**config.mk**
```make
export PLATFORM = sky130hd
export DESIGN_NAME = handheld_console_io_register_block_unit
export DESIGN_NICKNAME = d
export VERILOG_FILES = /design/src/rtl/hcio_pkg.sv /design/src/rtl/hcio_ram.sv /design/src/rtl/handheld_console_io_register_block_unit.sv
export SDC_FILE = /design/constraint.sdc
export NUM_CORES = 2
export LEC_CHECK = 0
export BUFFER_PORTS_ARGS = -buffer_cell sky130_fd_sc_hd__clkbuf_2
export CORE_ASPECT_RATIO = 0.5
export CORE_UTILIZATION = 50
export DETAILED_ROUTE_END_ITERATION = 12
export GPL_TIMING_DRIVEN = 0
export HOLD_SLACK_MARGIN = 0.1
export PLACE_DENSITY = 0.68
export SETUP_SLACK_MARGIN = 0.5
export SLEW_MARGIN = 0
export SYNTH_ARGS = -nofsm -noshare
export SYNTH_HDL_FRONTEND = slang
export SYNTH_HIERARCHICAL = 1
export SYNTH_SLANG_ARGS = --single-unit
export TNS_END_PERCENT = 100
```
**constraint.sdc**
```tcl
create_clock -name clk -period 5.5 [get_ports clk]
set_input_delay 0.275 -clock clk [delete_from_list [all_inputs] [get_ports clk]]
set_output_delay 0.275 -clock clk [all_outputs]
set_load 0.02 [all_outputs]
```
**src/rtl/hcio_pkg.sv**
```systemverilog
// shared types and constants of the handheld console i/o register block
`timescale 1ns / 1ps

package hcio_pkg;

	// palette store size in bytes, background half then object half
	localparam int PALETTE_BYTES = 128;
	localparam int PAL_AW = $clog2(PALETTE_BYTES);

	// side-effect command codes
	typedef enum logic [3:0] {
		CMD_NONE        = 4'd0,
		CMD_JOYPAD      = 4'd1,
		CMD_LCD_ON      = 4'd2,
		CMD_LCD_OFF     = 4'd3,
		CMD_OAM_DMA     = 4'd4,
		CMD_HDMA_CANCEL = 4'd5,
		CMD_COPY        = 4'd6,
		CMD_HBLANK      = 4'd7,
		CMD_VRAM_BANK   = 4'd8,
		CMD_WRAM_BANK   = 4'd9,
		CMD_BOOT_OFF    = 4'd10
	} cmd_t;

	// access kinds
	localparam logic FUNC_READ  = 1'b0;
	localparam logic FUNC_WRITE = 1'b1;

	// one bus access
	typedef struct packed {
		logic       func;
		logic [6:0] reg_offset;
		logic [7:0] write_data;
		logic       hdma_busy;
		logic [3:0] button_bits;
		logic [3:0] direction_bits;
		logic [2:0] ppu_status_bits;
	} req_t;

	// one access result
	typedef struct packed {
		logic [7:0]  read_data;
		cmd_t        command;
		logic [15:0] dma_source;
		logic [15:0] dma_dest;
		logic [11:0] dma_length;
		logic [2:0]  bank_value;
	} rsp_t;

endpackage

```
**src/rtl/hcio_ram.sv**
```systemverilog
// generic single-write, single-read ram with registered read data
`timescale 1ns / 1ps

module hcio_ram #(
	parameter int WIDTH = 8,
	parameter int DEPTH = 128,
	localparam int AW = $clog2(DEPTH)
) (
	input  logic             clk,
	input  logic             we,
	input  logic [AW-1:0]    waddr,
	input  logic [WIDTH-1:0] wdata,
	input  logic             re,
	input  logic [AW-1:0]    raddr,
	output logic [WIDTH-1:0] rdata
);

	logic [WIDTH-1:0] mem [DEPTH];

	// write port and registered read port, read returns old data on collision
	always_ff @(posedge clk) begin
		if (we) begin
			mem[waddr] <= wdata;
		end
		if (re) begin
			rdata <= mem[raddr];
		end
	end

endmodule

```
**src/rtl/handheld_console_io_register_block_unit.sv**
```systemverilog
// Handheld console i/o register block: takes one bus access per transaction on the req
// channel and returns read data plus at most one side-effect command on the rsp channel.
// One transaction is accepted every cycle while rsp is not stalled; each goes through an
// input register (stage 1, where decode and register update happen) and then a result
// register that drives rsp, where a stalled result is held until it is taken. The palette
// store is a ram read at acceptance time with the index that holds after the transaction
// ahead of it; a write-to-read collision between neighbors is forwarded. Reset clears the
// palette through one valid bit per entry, so no clearing pass is needed and req is taken
// straight out of reset. The color_mode register is written through cfg_wr_en.
`timescale 1ns / 1ps

module handheld_console_io_register_block_unit
	import hcio_pkg::*;
(
	input  logic clk,
	input  logic arst_n,
	input  logic cfg_wr_en,
	input  logic cfg_wr_data,
	input  logic req_valid,
	output logic req_stall,
	input  req_t req,
	output logic rsp_valid,
	input  logic rsp_stall,
	output rsp_t rsp
);

	// register offsets from 0xff00
	localparam logic [6:0] OFF_P1    = 7'h00;
	localparam logic [6:0] OFF_LCDC  = 7'h40;
	localparam logic [6:0] OFF_STAT  = 7'h41;
	localparam logic [6:0] OFF_DMA   = 7'h46;
	localparam logic [6:0] OFF_KEY1  = 7'h4D;
	localparam logic [6:0] OFF_VBK   = 7'h4F;
	localparam logic [6:0] OFF_BOOT  = 7'h50;
	localparam logic [6:0] OFF_HDMA1 = 7'h51;
	localparam logic [6:0] OFF_HDMA2 = 7'h52;
	localparam logic [6:0] OFF_HDMA3 = 7'h53;
	localparam logic [6:0] OFF_HDMA4 = 7'h54;
	localparam logic [6:0] OFF_HDMA5 = 7'h55;
	localparam logic [6:0] OFF_BGPI  = 7'h68;
	localparam logic [6:0] OFF_BGPD  = 7'h69;
	localparam logic [6:0] OFF_OBPI  = 7'h6A;
	localparam logic [6:0] OFF_OBPD  = 7'h6B;
	localparam logic [6:0] OFF_SVBK  = 7'h70;

	// palette byte address: index low six bits plus half offset, wrapped
	function automatic logic [PAL_AW-1:0] pal_addr(input logic obj, input logic [7:0] idx);
		logic [8:0] sum;
		sum = (obj ? 9'(PALETTE_BYTES / 2) : 9'd0) + {3'b000, idx[5:0]};
		if (sum >= 9'(PALETTE_BYTES)) begin
			sum = sum - 9'(PALETTE_BYTES);
		end
		return sum[PAL_AW-1:0];
	endfunction

	// auto-increment of the palette index when bit7 is set
	function automatic logic [7:0] bump_index(input logic [7:0] idx);
		logic [5:0] low;
		low = idx[5:0] + 6'd1;
		return idx[7] ? {idx[7:6], low} : idx;
	endfunction

	// architectural state
	logic             color_mode_q;
	logic             joy_sel_q;
	logic [7:0]       lcdc_q;
	logic [3:0]       stat_en_q;
	logic [7:0]       oam_dma_q;
	logic             spd_q;
	logic             vbk_q;
	logic [2:0]       svbk_q;
	logic [7:0]       boot_q;
	logic [7:0]       hdma_q [5];
	logic [7:0]       bgpi_q;
	logic [7:0]       obpi_q;
	logic [PALETTE_BYTES-1:0] pal_vld_q;

	// pipeline
	logic             s1_vld_q;
	req_t             req_s1;
	logic             pal_hit_s1;
	logic [7:0]       pal_byp_s1;
	logic             pal_vld_s1;
	logic             rsp_vld_q;
	rsp_t             rsp_q;

	// next-state values computed from the stage 1 transaction
	logic             joy_sel_d;
	logic [7:0]       lcdc_d;
	logic [3:0]       stat_en_d;
	logic [7:0]       oam_dma_d;
	logic             spd_d;
	logic             vbk_d;
	logic [2:0]       svbk_d;
	logic [7:0]       boot_d;
	logic [7:0]       hdma_d [5];
	logic [7:0]       bgpi_d;
	logic [7:0]       obpi_d;
	logic             pal_we;
	logic [PAL_AW-1:0] pal_waddr;
	rsp_t             rsp_d;

	logic             s1_fire;
	logic             req_fire;
	logic             pal_we_fire;
	logic [7:0]       bgpi_nx;
	logic [7:0]       obpi_nx;
	logic             rd_obj;
	logic [PAL_AW-1:0] pal_raddr;
	logic             rd_hit;
	logic [7:0]       ram_rdata;
	logic [7:0]       pal_rd;

	// handshake
	assign s1_fire   = s1_vld_q && (!rsp_vld_q || !rsp_stall);
	assign req_stall = s1_vld_q && !s1_fire;
	assign req_fire  = req_valid && !req_stall;
	assign rsp_valid = rsp_vld_q;
	assign rsp       = rsp_q;

	// palette read address uses the indexes as they stand after stage 1 commits
	assign bgpi_nx     = s1_fire ? bgpi_d : bgpi_q;
	assign obpi_nx     = s1_fire ? obpi_d : obpi_q;
	assign rd_obj      = (req.reg_offset == OFF_OBPD);
	assign pal_raddr   = pal_addr(rd_obj, rd_obj ? obpi_nx : bgpi_nx);
	assign pal_we_fire = s1_fire && pal_we;
	assign rd_hit      = pal_we_fire && (pal_waddr == pal_raddr);

	hcio_ram #(
		.WIDTH(8),
		.DEPTH(PALETTE_BYTES)
	) u_pal_ram (
		.clk  (clk),
		.we   (pal_we_fire),
		.waddr(pal_waddr),
		.wdata(req_s1.write_data),
		.re   (req_fire),
		.raddr(pal_raddr),
		.rdata(ram_rdata)
	);

	// palette data seen by stage 1: forwarded, stored, or reset value
	always_comb begin
		if (pal_hit_s1) begin
			pal_rd = pal_byp_s1;
		end else if (pal_vld_s1) begin
			pal_rd = ram_rdata;
		end else begin
			pal_rd = 8'h00;
		end
	end

	// stage 1 decode and register update
	always_comb begin
		logic [7:0]  v;
		logic [2:0]  bank;
		logic [7:0]  blocks;
		logic [15:0] src;
		logic [15:0] dst;
		v         = req_s1.write_data;
		bank      = (v[2:0] == 3'd0) ? 3'd1 : v[2:0];
		blocks    = {1'b0, v[6:0]} + 8'd1;
		src       = {hdma_q[0], hdma_q[1]} & 16'hFFF0;
		dst       = ({hdma_q[2], hdma_q[3]} & 16'h9FF0) | 16'h8000;
		joy_sel_d = joy_sel_q;
		lcdc_d    = lcdc_q;
		stat_en_d = stat_en_q;
		oam_dma_d = oam_dma_q;
		spd_d     = spd_q;
		vbk_d     = vbk_q;
		svbk_d    = svbk_q;
		boot_d    = boot_q;
		for (int i = 0; i < 5; i++) begin
			hdma_d[i] = hdma_q[i];
		end
		bgpi_d    = bgpi_q;
		obpi_d    = obpi_q;
		pal_we    = 1'b0;
		pal_waddr = pal_addr(req_s1.reg_offset == OFF_OBPD,
			(req_s1.reg_offset == OFF_OBPD) ? obpi_q : bgpi_q);
		rsp_d.read_data  = 8'hFF;
		rsp_d.command    = CMD_NONE;
		rsp_d.dma_source = 16'h0000;
		rsp_d.dma_dest   = 16'h0000;
		rsp_d.dma_length = 12'h000;
		rsp_d.bank_value = 3'd0;

		if (req_s1.func == FUNC_WRITE) begin
			case (req_s1.reg_offset)
				OFF_P1: begin
					if (v[4]) begin
						joy_sel_d = 1'b0;
					end else if (v[5]) begin
						joy_sel_d = 1'b1;
					end
				end
				OFF_LCDC: begin
					lcdc_d = v;
					if (!lcdc_q[7] && v[7]) begin
						rsp_d.command = CMD_LCD_ON;
					end else if (lcdc_q[7] && !v[7]) begin
						rsp_d.command = CMD_LCD_OFF;
					end
				end
				OFF_STAT: stat_en_d = v[6:3];
				OFF_DMA: begin
					oam_dma_d        = v;
					rsp_d.command    = CMD_OAM_DMA;
					rsp_d.dma_source = {v, 8'h00};
				end
				OFF_KEY1: spd_d = v[0];
				OFF_VBK: begin
					vbk_d            = v[0];
					rsp_d.command    = CMD_VRAM_BANK;
					rsp_d.bank_value = {2'b00, v[0]};
				end
				OFF_BOOT: begin
					boot_d = boot_q | v;
					if (v != 8'h00) begin
						rsp_d.command = CMD_BOOT_OFF;
					end
				end
				OFF_HDMA1: if (color_mode_q) hdma_d[0] = v;
				OFF_HDMA2: if (color_mode_q) hdma_d[1] = v & 8'hF0;
				OFF_HDMA3: if (color_mode_q) hdma_d[2] = v;
				OFF_HDMA4: if (color_mode_q) hdma_d[3] = v & 8'hF0;
				OFF_HDMA5: begin
					if (color_mode_q) begin
						if (!v[7] && req_s1.hdma_busy) begin
							rsp_d.command = CMD_HDMA_CANCEL;
							hdma_d[4]     = v;
						end else begin
							rsp_d.command    = v[7] ? CMD_HBLANK : CMD_COPY;
							hdma_d[4]        = v[7] ? v : 8'hFF;
							rsp_d.dma_source = src;
							rsp_d.dma_dest   = dst;
							rsp_d.dma_length = {blocks, 4'b0000};
						end
					end
				end
				OFF_BGPI: bgpi_d = v;
				OFF_BGPD: begin
					pal_we = 1'b1;
					bgpi_d = bump_index(bgpi_q);
				end
				OFF_OBPI: obpi_d = v;
				OFF_OBPD: begin
					pal_we = 1'b1;
					obpi_d = bump_index(obpi_q);
				end
				OFF_SVBK: begin
					svbk_d           = bank;
					rsp_d.command    = CMD_WRAM_BANK;
					rsp_d.bank_value = bank;
				end
				default: begin
				end
			endcase
		end else begin
			case (req_s1.reg_offset)
				OFF_P1: begin
					rsp_d.read_data = joy_sel_q ? {4'hE, req_s1.direction_bits}
						: {4'hD, req_s1.button_bits};
					rsp_d.command   = CMD_JOYPAD;
				end
				OFF_LCDC: rsp_d.read_data = lcdc_q;
				OFF_STAT: rsp_d.read_data = {1'b1, stat_en_q, req_s1.ppu_status_bits};
				OFF_DMA:  rsp_d.read_data = oam_dma_q;
				OFF_KEY1: rsp_d.read_data = color_mode_q ? {7'h3F, spd_q} : 8'hFF;
				OFF_VBK:  rsp_d.read_data = {7'h7F, vbk_q};
				OFF_BOOT: rsp_d.read_data = boot_q;
				OFF_HDMA5: rsp_d.read_data = hdma_q[4];
				OFF_BGPI: rsp_d.read_data = bgpi_q;
				OFF_BGPD: rsp_d.read_data = pal_rd;
				OFF_OBPI: rsp_d.read_data = obpi_q;
				OFF_OBPD: rsp_d.read_data = pal_rd;
				OFF_SVBK: rsp_d.read_data = {5'b00000, svbk_q};
				default: begin
				end
			endcase
		end
	end

	// configuration register
	always_ff @(posedge clk or negedge arst_n) begin
		if (!arst_n) begin
			color_mode_q <= 1'b1;
		end else if (cfg_wr_en) begin
			color_mode_q <= cfg_wr_data;
		end
	end

	// register state commits when stage 1 moves on
	always_ff @(posedge clk or negedge arst_n) begin
		if (!arst_n) begin
			joy_sel_q <= 1'b0;
			lcdc_q    <= 8'h00;
			stat_en_q <= 4'h0;
			oam_dma_q <= 8'h00;
			spd_q     <= 1'b0;
			vbk_q     <= 1'b0;
			svbk_q    <= 3'd1;
			boot_q    <= 8'h00;
			for (int i = 0; i < 5; i++) begin
				hdma_q[i] <= 8'h00;
			end
			bgpi_q    <= 8'h00;
			obpi_q    <= 8'h00;
			pal_vld_q <= '0;
		end else if (s1_fire) begin
			joy_sel_q <= joy_sel_d;
			lcdc_q    <= lcdc_d;
			stat_en_q <= stat_en_d;
			oam_dma_q <= oam_dma_d;
			spd_q     <= spd_d;
			vbk_q     <= vbk_d;
			svbk_q    <= svbk_d;
			boot_q    <= boot_d;
			for (int i = 0; i < 5; i++) begin
				hdma_q[i] <= hdma_d[i];
			end
			bgpi_q    <= bgpi_d;
			obpi_q    <= obpi_d;
			if (pal_we) begin
				pal_vld_q[pal_waddr] <= 1'b1;
			end
		end
	end

	// stage 1 valid and result valid
	always_ff @(posedge clk or negedge arst_n) begin
		if (!arst_n) begin
			s1_vld_q  <= 1'b0;
			rsp_vld_q <= 1'b0;
		end else begin
			if (req_fire) begin
				s1_vld_q <= 1'b1;
			end else if (s1_fire) begin
				s1_vld_q <= 1'b0;
			end
			if (s1_fire) begin
				rsp_vld_q <= 1'b1;
			end else if (!rsp_stall) begin
				rsp_vld_q <= 1'b0;
			end
		end
	end

	// stage 1 payload and palette forwarding
	always_ff @(posedge clk) begin
		if (req_fire) begin
			req_s1     <= req;
			pal_hit_s1 <= rd_hit;
			pal_byp_s1 <= req_s1.write_data;
			pal_vld_s1 <= pal_vld_q[pal_raddr];
		end
	end

	// result register
	always_ff @(posedge clk) begin
		if (s1_fire) begin
			rsp_q <= rsp_d;
		end
	end

	// wram bank never reads as zero
	assert property (@(posedge clk) disable iff (!arst_n) svbk_q != 3'd0)
		else $error("wram bank register holds zero");

	// none, hdma cancel and joypad commands carry zero operands
	assert property (@(posedge clk) disable iff (!arst_n)
		rsp_valid && (rsp.command == CMD_NONE || rsp.command == CMD_HDMA_CANCEL ||
		rsp.command == CMD_JOYPAD) |->
		rsp.dma_source == 16'h0000 && rsp.dma_dest == 16'h0000 &&
		rsp.dma_length == 12'h000 && rsp.bank_value == 3'd0)
		else $error("operands set on a command that has none");

	// video memory transfers target video memory with a whole number of blocks
	assert property (@(posedge clk) disable iff (!arst_n)
		rsp_valid && (rsp.command == CMD_COPY || rsp.command == CMD_HBLANK) |->
		rsp.dma_dest[15] && !rsp.dma_dest[14] && rsp.dma_length[3:0] == 4'h0 &&
		rsp.dma_length != 12'h000)
		else $error("malformed hdma transaction");

	// a new transaction enters stage 1 only when stage 1 is empty or moving on
	assert property (@(posedge clk) disable iff (!arst_n)
		req_fire && s1_vld_q |-> s1_fire)
		else $error("stage 1 overwritten");

endmodule

```
==> reports/summary.txt <==
Status = complete, no violations
Critical Path End Type = register
ANT nets after route = 0
Top cells by count, synth = 1115 x edfxtp_1, 354 x mux4_2, 208 x dfrtp_1, 197 x nor2_1, 136 x a21o_1
First-pass GRT wire length = 197000 µm
# clock sinks = 1325
GRT met1 Usage = 37.0%
Clock Power Share = 40.2%
Clk_skew = 27.7 ps
Row cnt = 83
Initial Util = 51.0%
CP Launch Type = register
Initial antenna violation count = 2
Critical Path AT = 5520 ps
Routed vias = 28585
Layout cell share with drive strength beyond 1 = 31.4%
Critical path class = register to register
Chip height = 232 µm
Largest area contributor in the netlist = edfxtp_1
Max stage delay on crit path = 580 ps
Total chip power = 19700 µW
Hpwl dp = 91100 µm
Most frequent cell after synthesis = edfxtp_1
Slowest CP cell = mux4_2
Worst endpoint required time = 5950 ps
Post-synthesis sequential area ratio = 73.3%
CTS tree = done
Routed length per instance = 29.8 µm
Max cap viols = 0
Die area = 107000 µm²
HP Class = primary input to register
Fmax = 0.197 GHz
First DRT Iteration DRCs = 3810
Area contributors post-synth = edfxtp_1 63%, mux4_2 15%, dfrtp_1 9.8%, a21o_1 1.9%, nor2_1 1.4%
Final WL = 136000 µm
Internal cell power = 15600 µW
Ports = 95
Post-Syn Area per Cell = 19.5 µm²
Rel. slew slack = 17.0%
Net Switching = 4080 µW
Worst Tran Pin Value = 1230 ps
Gate power share = 3.7%
Gr usage total = 25.7%
Synth unique cells = 78
DRC Markers = 0
Post-synth top flop = edfxtp_1
Peak VDD IR = 293 µV
Final Hold Viols = 0
IO buf count = 80
Worst-path fanout max = 23
Synth Cell Area = 52900 µm²
CP Cell Sequence = a21bo_4, inv_2, buf_12, nand2_4, buf_12, nor3_4, a2111oi_4, nor2_4, inv_4, buf_8, clkbuf_16, bufbuf_16, buf_12, mux4_2, mux4_2, mux4_2, mux2_2
Max Slew Vio Count = 0
Final period util = 92.2%
Clock H-tree levels = 3
Most Crowded Layer GR = met2
Area grow syn2layout = 17.2%
Mapped Cells = 2716
Chip Width = 462 µm
Post-DR vias/cell = 6.29
Vias in the first global route = 28464
Ys Warns = 6
Overflow after GRT = 0
DRT Pass-1 Iters = 5
M3 GR Usage = 5.83%
Area of the core = 104000 µm²
Tmin final = 5070 ps
# setup viols final = 0
Core Util, Final = 59.8%
GPL Wtd Cong = 1.02
RSZ-0062 raised after global routing = yes
Root cell of the clock tree = clkbuf_16
Power share of the sequential group = 56.0%
Max clock buf depth = 3
Pleak = 0.0217 µW
Nets = 3090
Yosys top cell area share = 63.3%
Yosys reg bits = 1325
M2 GR Usage = 40.0%
Power density over cell area = 318 nW/µm²
Post-synth EDFFs = 1115
Post-synth ARST share = 15.8%
Clock slew at the register clock pins of the worst setup and hold paths = 60 ps
CTS buffer count = 115
Switching part of the total power = 20.7%
Worst-skew pair later-pin latency = 720 ps
Pin count of the biggest net entering global routing = 105
[sequential cells by signal (all words and copies together), names as in the netlist, 3 cells and up]
register,cells
stat_en_q,4
pal_byp_s1,8
bgpi_q,8
u_pal_ram/rdata,8
req_s1,28
oam_dma_q,8
svbk_q,3
pal_vld_q,128
rsp,45
u_pal_ram/mem,1024
boot_q,8
hdma_q,29
lcdc_q,8
obpi_q,8
[cell type report]
type | instances | area, µm²
repair buffers | 205 | 2370
well taps | 1402 | 1750
fillers | 7262 | 41700
diodes | 1 | 2.50
clock buffers | 147 | 3090
multi-input cells | 1212 | 14000
flip-flops and latches | 1325 | 38700
plain buffers | 164 | 1390
inverters | 28 | 108
clock inverters | 59 | 527
[repair_timing]
action / CTS / global route
setup endpoints to repair: 1032 / 928
pin swaps: 17 / 4
setup buffers: 23 / 13
gates resized for setup: 215 / 117
hold buffers: 36 / 0
endpoints found under the hold margin: 165 / 0
cloned: 2 / 0
[cell usage in the layout, fill, tap and decap left out, types with 11 or more instances in the layout]
| master | n |
|---|---|
| nor2_1 | 115 |
| mux4_2 | 354 |
| clkbuf_2 | 94 |
| clkinv_1 | 23 |
| inv_1 | 23 |
| mux2_2 | 53 |
| a22oi_1 | 19 |
| a221oi_1 | 12 |
| a21o_1 | 136 |
| nor2_4 | 62 |
| a21oi_1 | 28 |
| clkinv_2 | 18 |
| conb_1 | 14 |
| buf_4 | 64 |
| edfxtp_1 | 1115 |
| clkbuf_4 | 18 |
| nand4_1 | 12 |
| nand2_1 | 103 |
| dfrtp_1 | 208 |
| and3_1 | 22 |
| dlygate4sd3_1 | 35 |
| nor2_2 | 22 |
| o21ai_0 | 22 |
| nand3_1 | 40 |
| clkbuf_1 | 69 |
| buf_12 | 20 |
| buf_16 | 40 |
| a211oi_1 | 11 |
| mux2i_1 | 13 |
| buf_8 | 21 |
| clkbuf_16 | 117 |
| nor3_1 | 18 |
[path summary, 6_finish.rpt]
check,end,depth (start not counted),startpoint,slack [ps]
min reg2reg,pal_vld_q[23]$_DFFE_PN0P_,2,pal_vld_q[23]$_DFFE_PN0P_,440
max,u_pal_ram/rdata[4]$_DFFE_PP_,17,s1_vld_q$_DFFE_PN0P_,430
max reg2reg,u_pal_ram/rdata[4]$_DFFE_PP_,17,s1_vld_q$_DFFE_PN0P_,430
max in group asynchronous,pal_vld_q[97]$_DFFE_PN0P_,5,arst_n,3850
min,req_s1[2]$_DFFE_PP_,2,req[2],280
min in group asynchronous,color_mode_q$_DFFE_PN1P_,3,arst_n,710
[power by group through the flow]
stage,Combinational (µW),Clock (µW),Sequential (µW)
5_1_grt,776,8390,11000
3_3_place_gp,416,0,11400
3_5_place_dp,681,0,11200
4_1_cts,719,8030,11000
6_report,737,7920,11000
2_1_floorplan,227,0,11300
[through the flow]
stage	instance area, µm²	cells	TNS [ps]	hold WS [ps]	setup WS, ps
after detailed placement	56700	4261	-352050	190	-1080
after global placement	55400	4211	-198760	426	-3510
after floorplan	53300	2729	-909	-20.6	-114
after global routing	62000	4542	0	262	436
after CTS	61500	4528	0	232	407
final	62000	4543	0	282	427
[per-layer routing]
metal	share of wire, %	wire [µm]
met1	40	54800
met2	47	64200
met3	9.9	13500
met4	2.2	3020
met5	0.0096	13
[worst max-delay path, delay by kind of cell, from the launching register on]
kind                   cells  cell delay, ps
multiplexers               4            2000
AO/OA/AOI/OAI              2             760
AND/OR/NAND/NOR            3             270
buffers and inverters      8            1300
flip-flops                 1             410
[cell families after synthesis]
kind of cell	Yosys count	synth area share [%]
buf+inv	192	1.71
flops	1325	73.3
other cells	1	0.00709
fa+ha+maj	5	0.118
compound gates	290	4.09
simple gates	471	4.10
mux	424	16.6
xor+xnor	8	0.132
(Power assumes the default switching activity.)
